===== src/rtl/core/kts_pkg.sv =====
// ----------------------------------------------------------------------------
// kts_pkg: shared types and constants for the keyframe track sampler
// Field widths, command and status codes, and the sequencer state type.
// ----------------------------------------------------------------------------
package kts_pkg;

  localparam int MaxKeysDef = 64;
  localparam int TimeW      = 17;
  localparam int ValW       = 32;
  localparam int NumComp    = 4;
  localparam int DeltaW     = TimeW + 1;           // signed time difference
  localparam int ProdW      = ValW + 1 + DeltaW;   // signed product
  localparam int MagW       = ProdW - 1;           // product magnitude
  localparam int SumW       = ProdW + 1;

  localparam logic CmdAppend = 1'b0;
  localparam logic CmdSample = 1'b1;

  localparam logic ModeStep   = 1'b0;
  localparam logic ModeLinear = 1'b1;

  localparam logic [1:0] StatOk    = 2'd0;
  localparam logic [1:0] StatEmpty = 2'd1;
  localparam logic [1:0] StatFull  = 2'd2;
  localparam logic [1:0] StatSat   = 2'd3;

  typedef enum logic [3:0] {
    StIdle,
    StScan,
    StScanChk,
    StLoadC,
    StLoadN,
    StDecide,
    StMul,
    StDivStart,
    StDivWait
  } state_e;

endpackage


===== src/rtl/core/kts_div.sv =====
// ----------------------------------------------------------------------------
// kts_div: serial unsigned divider
// Restoring division, one quotient bit per cycle; a start is taken only when not busy.
// ----------------------------------------------------------------------------
module kts_div #(
  parameter int NUM_W = kts_pkg::MagW,
  parameter int DEN_W = kts_pkg::TimeW
) (
  input  logic             clk_i,
  input  logic             rst_ni,
  input  logic             start_i,
  input  logic [NUM_W-1:0] num_i,
  input  logic [DEN_W-1:0] den_i,
  output logic             busy_o,
  output logic             done_o,
  output logic [NUM_W-1:0] quot_o
);

  localparam int CntW = $clog2(NUM_W + 1);

  logic [NUM_W-1:0] num_q;
  logic [DEN_W:0]   rem_q;
  logic [DEN_W-1:0] den_q;
  logic [CntW-1:0]  cnt_q;
  logic             busy_q, done_q;
  logic [DEN_W:0]   rem_sh;
  logic             ge;

  assign rem_sh = {rem_q[DEN_W-1:0], num_q[NUM_W-1]};
  assign ge     = rem_sh >= {1'b0, den_q};

  always_ff @(posedge clk_i or negedge rst_ni) begin
    if (!rst_ni) begin
      busy_q <= 1'b0;
      done_q <= 1'b0;
      cnt_q  <= '0;
    end else begin
      done_q <= 1'b0;
      if (start_i && !busy_q) begin
        busy_q <= 1'b1;
        cnt_q  <= CntW'(NUM_W);
      end else if (busy_q) begin
        cnt_q <= cnt_q - CntW'(1);
        if (cnt_q == CntW'(1)) begin
          busy_q <= 1'b0;
          done_q <= 1'b1;
        end
      end
    end
  end

  always_ff @(posedge clk_i) begin
    if (start_i && !busy_q) begin
      num_q <= num_i;
      den_q <= den_i;
      rem_q <= '0;
    end else if (busy_q) begin
      rem_q <= ge ? (rem_sh - {1'b0, den_q}) : rem_sh;
      num_q <= {num_q[NUM_W-2:0], ge};
    end
  end

  assign busy_o = busy_q;
  assign done_o = done_q;
  assign quot_o = num_q;

`ifndef NO_ASSERTIONS
  a_done_after_busy: assert property (@(posedge clk_i) disable iff (!rst_ni)
    done_q |-> $past(busy_q)) else $error("divider done without busy");
  a_cnt_idle: assert property (@(posedge clk_i) disable iff (!rst_ni)
    !busy_q |-> cnt_q == '0 || $past(busy_q) == 1'b0) else $error("divider count");
  a_start_loads: assert property (@(posedge clk_i) disable iff (!rst_ni)
    (start_i && !busy_q) |=> busy_q) else $error("divider did not start");
`endif

endmodule


===== config.mk =====
export PLATFORM = sky130hd
export DESIGN_NAME = kts_div
export DESIGN_NICKNAME = d
export VERILOG_FILES = /design/src/rtl/core/kts_pkg.sv /design/src/rtl/core/kts_div.sv
export SDC_FILE = /design/constraint.sdc
export NUM_CORES = 1
export LEC_CHECK = 0
export BUFFER_PORTS_ARGS = -buffer_cell sky130_fd_sc_hd__buf_2
export CORE_MARGIN = 2
export CORE_UTILIZATION = 50
export CTS_CLUSTER_SIZE = 24
export DETAILED_ROUTE_END_ITERATION = 8
export PLACE_DENSITY = 0.83
export SETUP_SLACK_MARGIN = 0.05
export SLEW_MARGIN = 20
export SYNTH_ARGS = -nofsm -noshare
export SYNTH_HDL_FRONTEND = slang
export SYNTH_SLANG_ARGS = --single-unit

===== constraint.sdc =====
create_clock -name clk_i -period 7.9 [get_ports clk_i]
set_input_delay 0.395 -clock clk_i [delete_from_list [all_inputs] [get_ports clk_i]]
set_output_delay 0.395 -clock clk_i [all_outputs]
set_load 0.01 [all_outputs]

==> flow_summary.toml, run 1 <==
[worst_setup_path]
cp_max_fo = 67
r2r_start = "busy_o"
arrival_ns = 3.49
end_kind = "flip-flop"
ff2ff_setup_slack_ns = 4.52
critPathRequiredTime_ns = 8.00
startpoint_type = "flip-flop"
crit_type = "reg -> reg"
timing.rr.end = "quot_o[40]"
r2r_cells = 6

[placement]
portBuffers = 121
dp_hpwl_um = 7590
routabilityCongestion = 0.8724
placed_cell_area_mm2 = 0.005364

[global_routing]
grt_first_pass_wirelength_um = 17710
grt_pass1_vias = 3844
grt_max_degree = 68
grt_overflow = 0
grt_util_all_layers = 0.2196
antenna_found_initial = 0

[synth]
synth_area_leaders = "edfxtp_1, nand2_1, dfxtp_1"
synth_seq_cells = 92
async_reset_ff_frac = 0.08696
synth_top_cell_by_area = "edfxtp_1"
ys_warn_count = 0
synth_top_area_share = 0.4269
synth_edf_count = 67
synth_nets = 581
yosys.cell_types.count = 50
ys_seq_area_frac = 0.5415
synth.avg_cell_area_um2 = 9.599
yosys_most_used_dff = "edfxtp_1"
netlist_area_mm2 = 0.004713
netlist_instances = 491

[cts]
cts_buffer_depth = 2
cts_tree = "done"
htree_num_levels = 3
cts_made_buffers = 9
clk_pin_slew_ns = 0.09
insertion_delay_ns = 0.35
clock_sinks = 92
cts_root_buf = "clkbuf_8"

[timing]
fmax_ghz = 0.2956
setup_tns_ns = 0
setup_viol = 0
rsz0062_at_grt = "false"
post-route-period-util = 0.4282
tightest_slew_ns = 1.006
clock_skew_ns = 0.009332
period_needed_ns = 3.383
finalMaxSlewViolations = 0
slew_headroom = 0.3285
hold_viol = 0

[detailed_routing]
vias_per_cell = 5.560
ant_nets = 0
initialDrtViolationCount = 240
drc = 0
dr.pass1.iters = 5
wl_um = 10910
wl_per_cell_um = 15.19
via_count = 3992

[die]
ioPinCount = 122
die_y_um = 101.1
rows = 35
die-area_mm2 = 0.01022
fp.coreArea_mm2 = 0.009196
start_util = 0.5125
die_w_um = 101.1

[run]
cap_violations = 0

[power_and_ir_drop]
power_leakage_uw = 0.002639
peakVddDrop_v = 0.0001965
power_density_mw_per_mm2 = 408.4

[final_layout]
drive_gt1_frac = 0.2405
fin_nets = 692
area_growth_pct = 18.98
final_cell_area_mm2 = 0.005608
antenna_cells = 0

[min_path]
hold_end = "den_q[12]"
holdPathStages = 1
hp-class = "in -> reg"
hp-start = "den_i[12]"

[status]
run_status = "finished clean"
-- stage by stage --
stage               setup WS (ns)  cells    util  hold WS, ns  power, µW
floorplan                   5.237    491       -      0.09941       1617
global placement            4.969    701  0.5833       0.2459       1877
detailed placement          4.911    701  0.5833       0.2507       1921
CTS                         4.914    718  0.6095       0.2026       2290
global route                4.172    718  0.6098       0.1926       2455
finish                      4.517    718  0.6098       0.2151       2290
-- synth_stat cells (3+ instances only) --
cell and instances:
nand3_1 11, clkbuf_1 16, dfrtp_1 8, dfxtp_1 17, o211ai_1 9, a31oi_1 4, a21oi_1 20, nand2_1 172
nor2_1 9, a21o_1 9, a32oi_1 8, inv_1 27, o31ai_1 3, and3_1 6, edfxtp_1 67, o21a_1 3
ha_1 19, xor2_1 3, nor3_1 7, nand2b_1 8, o21ai_0 15, a41oi_1 3, xnor2_1 8, buf_2 5
-- critical path: stages, from the launching register on --
cell	delay [ns]
dfrtp_1	0.33
buf_4	0.34
inv_1	0.17
nand2_2	0.74
clkinv_2	1.07
nand2_1	0.35
nand2_1	0.09
-- layer usage --
metal	vias to the layer above	routed length [µm]	part of all wire	GRT usage
met2	143	5388	0.49	0.3607
met3	19	807	0.074	0.05964
met4	0	208	0.019	0.08212
met1	1897	4502	0.41	0.2778
li1	1933	-	-	-
met5	-	0	0	0
-- how the worst max path moves through the flow --
stage / slack [ns] / startpoint / cells past startpoint / end
after floorplan: 5.24 / quot_o[49] / 11 / quot_o[0]
after global placement: 4.97 / busy_o / 6 / quot_o[40]
after detailed placement: 4.91 / busy_o / 6 / quot_o[40]
after CTS: 4.91 / busy_o / 6 / quot_o[40]
after global routing: 4.17 / busy_o / 6 / quot_o[38]
final: 4.52 / busy_o / 6 / quot_o[40]
-- kinds of logic (layout without fill, tap and decap cells) --
group	after synthesis	count (layout)	share of synthesized area
muxes	2	2	0.004248
adders and majority gates	20	20	0.05469
xor gates and xnor gates	11	11	0.02044
DFF	92	92	0.5415
and+or+nand+nor	227	227	0.2031
AOI/OAI and AO/OA	87	87	0.1301
buffers and inverters	52	168	0.04592
-- cells in the final DEF, fill, tap and decap left out, types with 3 or more instances in the layout --
cell,count
a31oi_1,4
buf_2,121
dfxtp_1,17
dfrtp_1,8
ha_1,19
edfxtp_1,67
nand2_1,171
a41oi_1,3
inv_1,26
nand2b_1,8
o31ai_1,3
and3_1,6
nand3_1,11
xnor2_1,8
a32oi_1,8
a21oi_1,20
o21ai_0,15
nor2_1,9
o21a_1,3
nor3_1,7
xor2_1,3
clkbuf_8,10
a21o_1,9
o211ai_1,9
-- timing repair --
item / in CTS / in global routing
hold buffers: 1 / 0
gates resized for setup: 0 / 0
endpoints found under the hold margin: 8 / 0
setup buffers: 0 / 0
-- registers in the layout (all words and copies together) (netlist names) --
signal and flops:
cnt_q 6, busy_o 1, den_q 17, quot_o 50
done_o 1, rem_q 17
-- layout make-up --
| class | count | area, µm² |
|---|---|---|
| repair buffers | 124 | 630.6 |
| flip-flops and latches | 92 | 2552 |
| well taps | 111 | 138.9 |
| fillers | 778 | 3588 |
| clock buffers | 10 | 137.6 |
| inverters | 28 | 107.6 |
| clock inverters | 6 | 93.84 |
| multi-input cells | 347 | 1947 |
-- power by group --
part	switching, µW	total, µW	internal [µW]	leakage [µW]
logic	585	1020	431	0.00161
registers	137	918	780	0.000918
clock network	167	356	190	0.000113
Note: power is estimated with default switching activity, not from simulation.
==> run 2, diff against run 1 <==
==> constraint.sdc (replaced) <==
create_clock -name clk_i -period 3.4 [get_ports clk_i]
set_input_delay 0.17 -clock clk_i [delete_from_list [all_inputs] [get_ports clk_i]]
set_output_delay 0.17 -clock clk_i [all_outputs]
set_load 0.01 [all_outputs]
==> run 2 against run 1 <==
Net effect:
- critical path depth grew 4
- via count grew 1.1%
- global-route usage up 0.32 points
- critical path type unchanged
==> flow_summary.toml, run 2 (synthesis gave the netlist of run 1 again) <==
[placement]
portBuffers = 121
routabilityCongestion = 0.8343
dp_slack_ns = 0.5130
dp_hpwl_um = 7813

[detailed_routing]
initialDrtViolationCount = 196
ant_nets = 0
vias_per_cell = 5.466
met3_length_um = 789
top_layer = "met4"
dr.pass1.iters = 4
via_count = 4034
wl_um = 11140
wl_per_cell_um = 15.09
wl_met2_um = 5457
drc = 0
met1_length_um = 4710

[status]
run_status = "finished clean"

[power_and_ir_drop]
power_density_mw_per_mm2 = 911.0
switching_share = 0.3960
power_switching_uw = 2081
power_leakage_uw = 0.002709
clkPwrFrac = 0.141
peakVddDrop_v = 0.0005254
total_power_uw = 5256
combPwrFrac = 0.453
cellInternalPower_uw = 3174
seqPwrFrac = 0.406

[worst_setup_path]
startpoint_type = "flip-flop"
cp_max_fo = 31
timing.rr.end = "rem_q[15]"
end_kind = "flip-flop"
ff2ff_setup_slack_ns = 0.48
crit_path_start = "quot_o[49]"
arrival_ns = 3.14
r2r_start = "quot_o[49]"
crit_type = "reg -> reg"
critPathRequiredTime_ns = 3.62
r2r_cells = 10

[cts]
cts_buffer_depth = 2
cts_made_buffers = 9
hold_buffers = 18
cts_setup_buffers = 0
cts_tree = "done"
insertion_delay_ns = 0.36
cts_root_buf = "clkbuf_8"
clk_pin_slew_ns = 0.10
cts_resized = 0
htree_num_levels = 3
clock_sinks = 92

[timing]
period_needed_ns = 2.922
hold_viol = 0
tightest_slew_ns = 0.9386
setup_tns_ns = 0
post-route-period-util = 0.8594
fmax_ghz = 0.3422
clock_skew_ns = 0.01704
setup_viol = 0
slew_headroom = 0.3733
finalMaxSlewViolations = 0
worst_slack_ns = 0.4780
rsz0062_at_grt = "false"

[final_layout]
largest_reg_flops = 50
antenna_cells = 0
fin_nets = 713
area_growth_pct = 22.41
drive_gt1_frac = 0.2376
final_cell_mix = "nand2_1, buf_2, edfxtp_1, inv_1, a21oi_1"
fin_util = 0.6273
fillers = 754
final_common_cell = "nand2_1"

[global_routing]
antenna_found_initial = 0
grt_overflow = 0
grt_pass1_vias = 3868
grt_util_all_layers = 0.2228
grt_max_degree = 55
grt_first_pass_wirelength_um = 17890

[die]
die_y_um = 101.1
die-area_mm2 = 0.01022
fp.coreArea_mm2 = 0.009196
start_util = 0.5125
rows = 35
die_w_um = 101.1
ioPinCount = 122

[run]
cap_violations = 0

[min_path]
hold_end = "quot_o[6]"
hp-start = "num_i[6]"
holdPathStages = 3
hp-class = "in -> reg"
-- run 2: per-layer routing --
metal | up-vias | GRT usage
met1 | 1903 | 0.2837
li1 | 1972 | -
met2 | 142 | 0.3637
met4 | 0 | 0.07588
met5 | - | 0
met3 | 17 | 0.06588
-- run 2: power groups by stage --
| stage | registers [µW] | logic [µW] | clock network [µW] |
|---|---|---|---|
| floorplan | 2240 | 1520 | 0 |
| global placement | 2130 | 2230 | 0 |
| detailed placement | 2130 | 2350 | 0 |
| CTS | 2120 | 2380 | 764 |
| global route | 2190 | 2660 | 795 |
| finish | 2130 | 2380 | 742 |
-- run 2: how the worst max path moves through the flow --
stage | end | slack [ns] | cells past startpoint
after CTS | rem_q[15] | 0.49 | 10
after global routing | rem_q[15] | 0.33 | 10
after detailed placement | rem_q[15] | 0.51 | 10
after global placement | rem_q[0] | 0.66 | 10
final | rem_q[15] | 0.48 | 10
after floorplan | quot_o[0] | 0.74 | 11
-- run 2: worst max-delay path, cell delays in order, from the launching register on --
cell and delay, ns:
edfxtp_1 0.39, inv_1 0.09, ha_1 0.17, inv_1 0.05
fa_1 0.41, a21o_1 0.23, a221o_1 0.47, a211oi_2 0.27
o41a_4 0.39, nand2b_1 0.21, o21ai_0 0.12
-- run 2: stage by stage --
| stage | hold slack, ns | instances | instance area, µm² |
|---|---|---|---|
| floorplan | -0.1256 | 491 | 4713 |
| global placement | 0.01770 | 705 | 5394 |
| detailed placement | 0.02288 | 705 | 5394 |
| CTS | 0.04337 | 738 | 5769 |
| global route | 0.05644 | 738 | 5769 |
| finish | 0.06626 | 738 | 5769 |
-- run 2: final cells by class --
cell class	instances	area [µm²]	area share
multi-input combinational	347	1947	0.3375
clock inverter	6	71.32	0.01236
clock buffer	9	123.9	0.02147
sequential	92	2552	0.4424
timing repair buffer	145	830.8	0.1440
inverter	28	105.1	0.01822
tap	111	138.9	0.02407
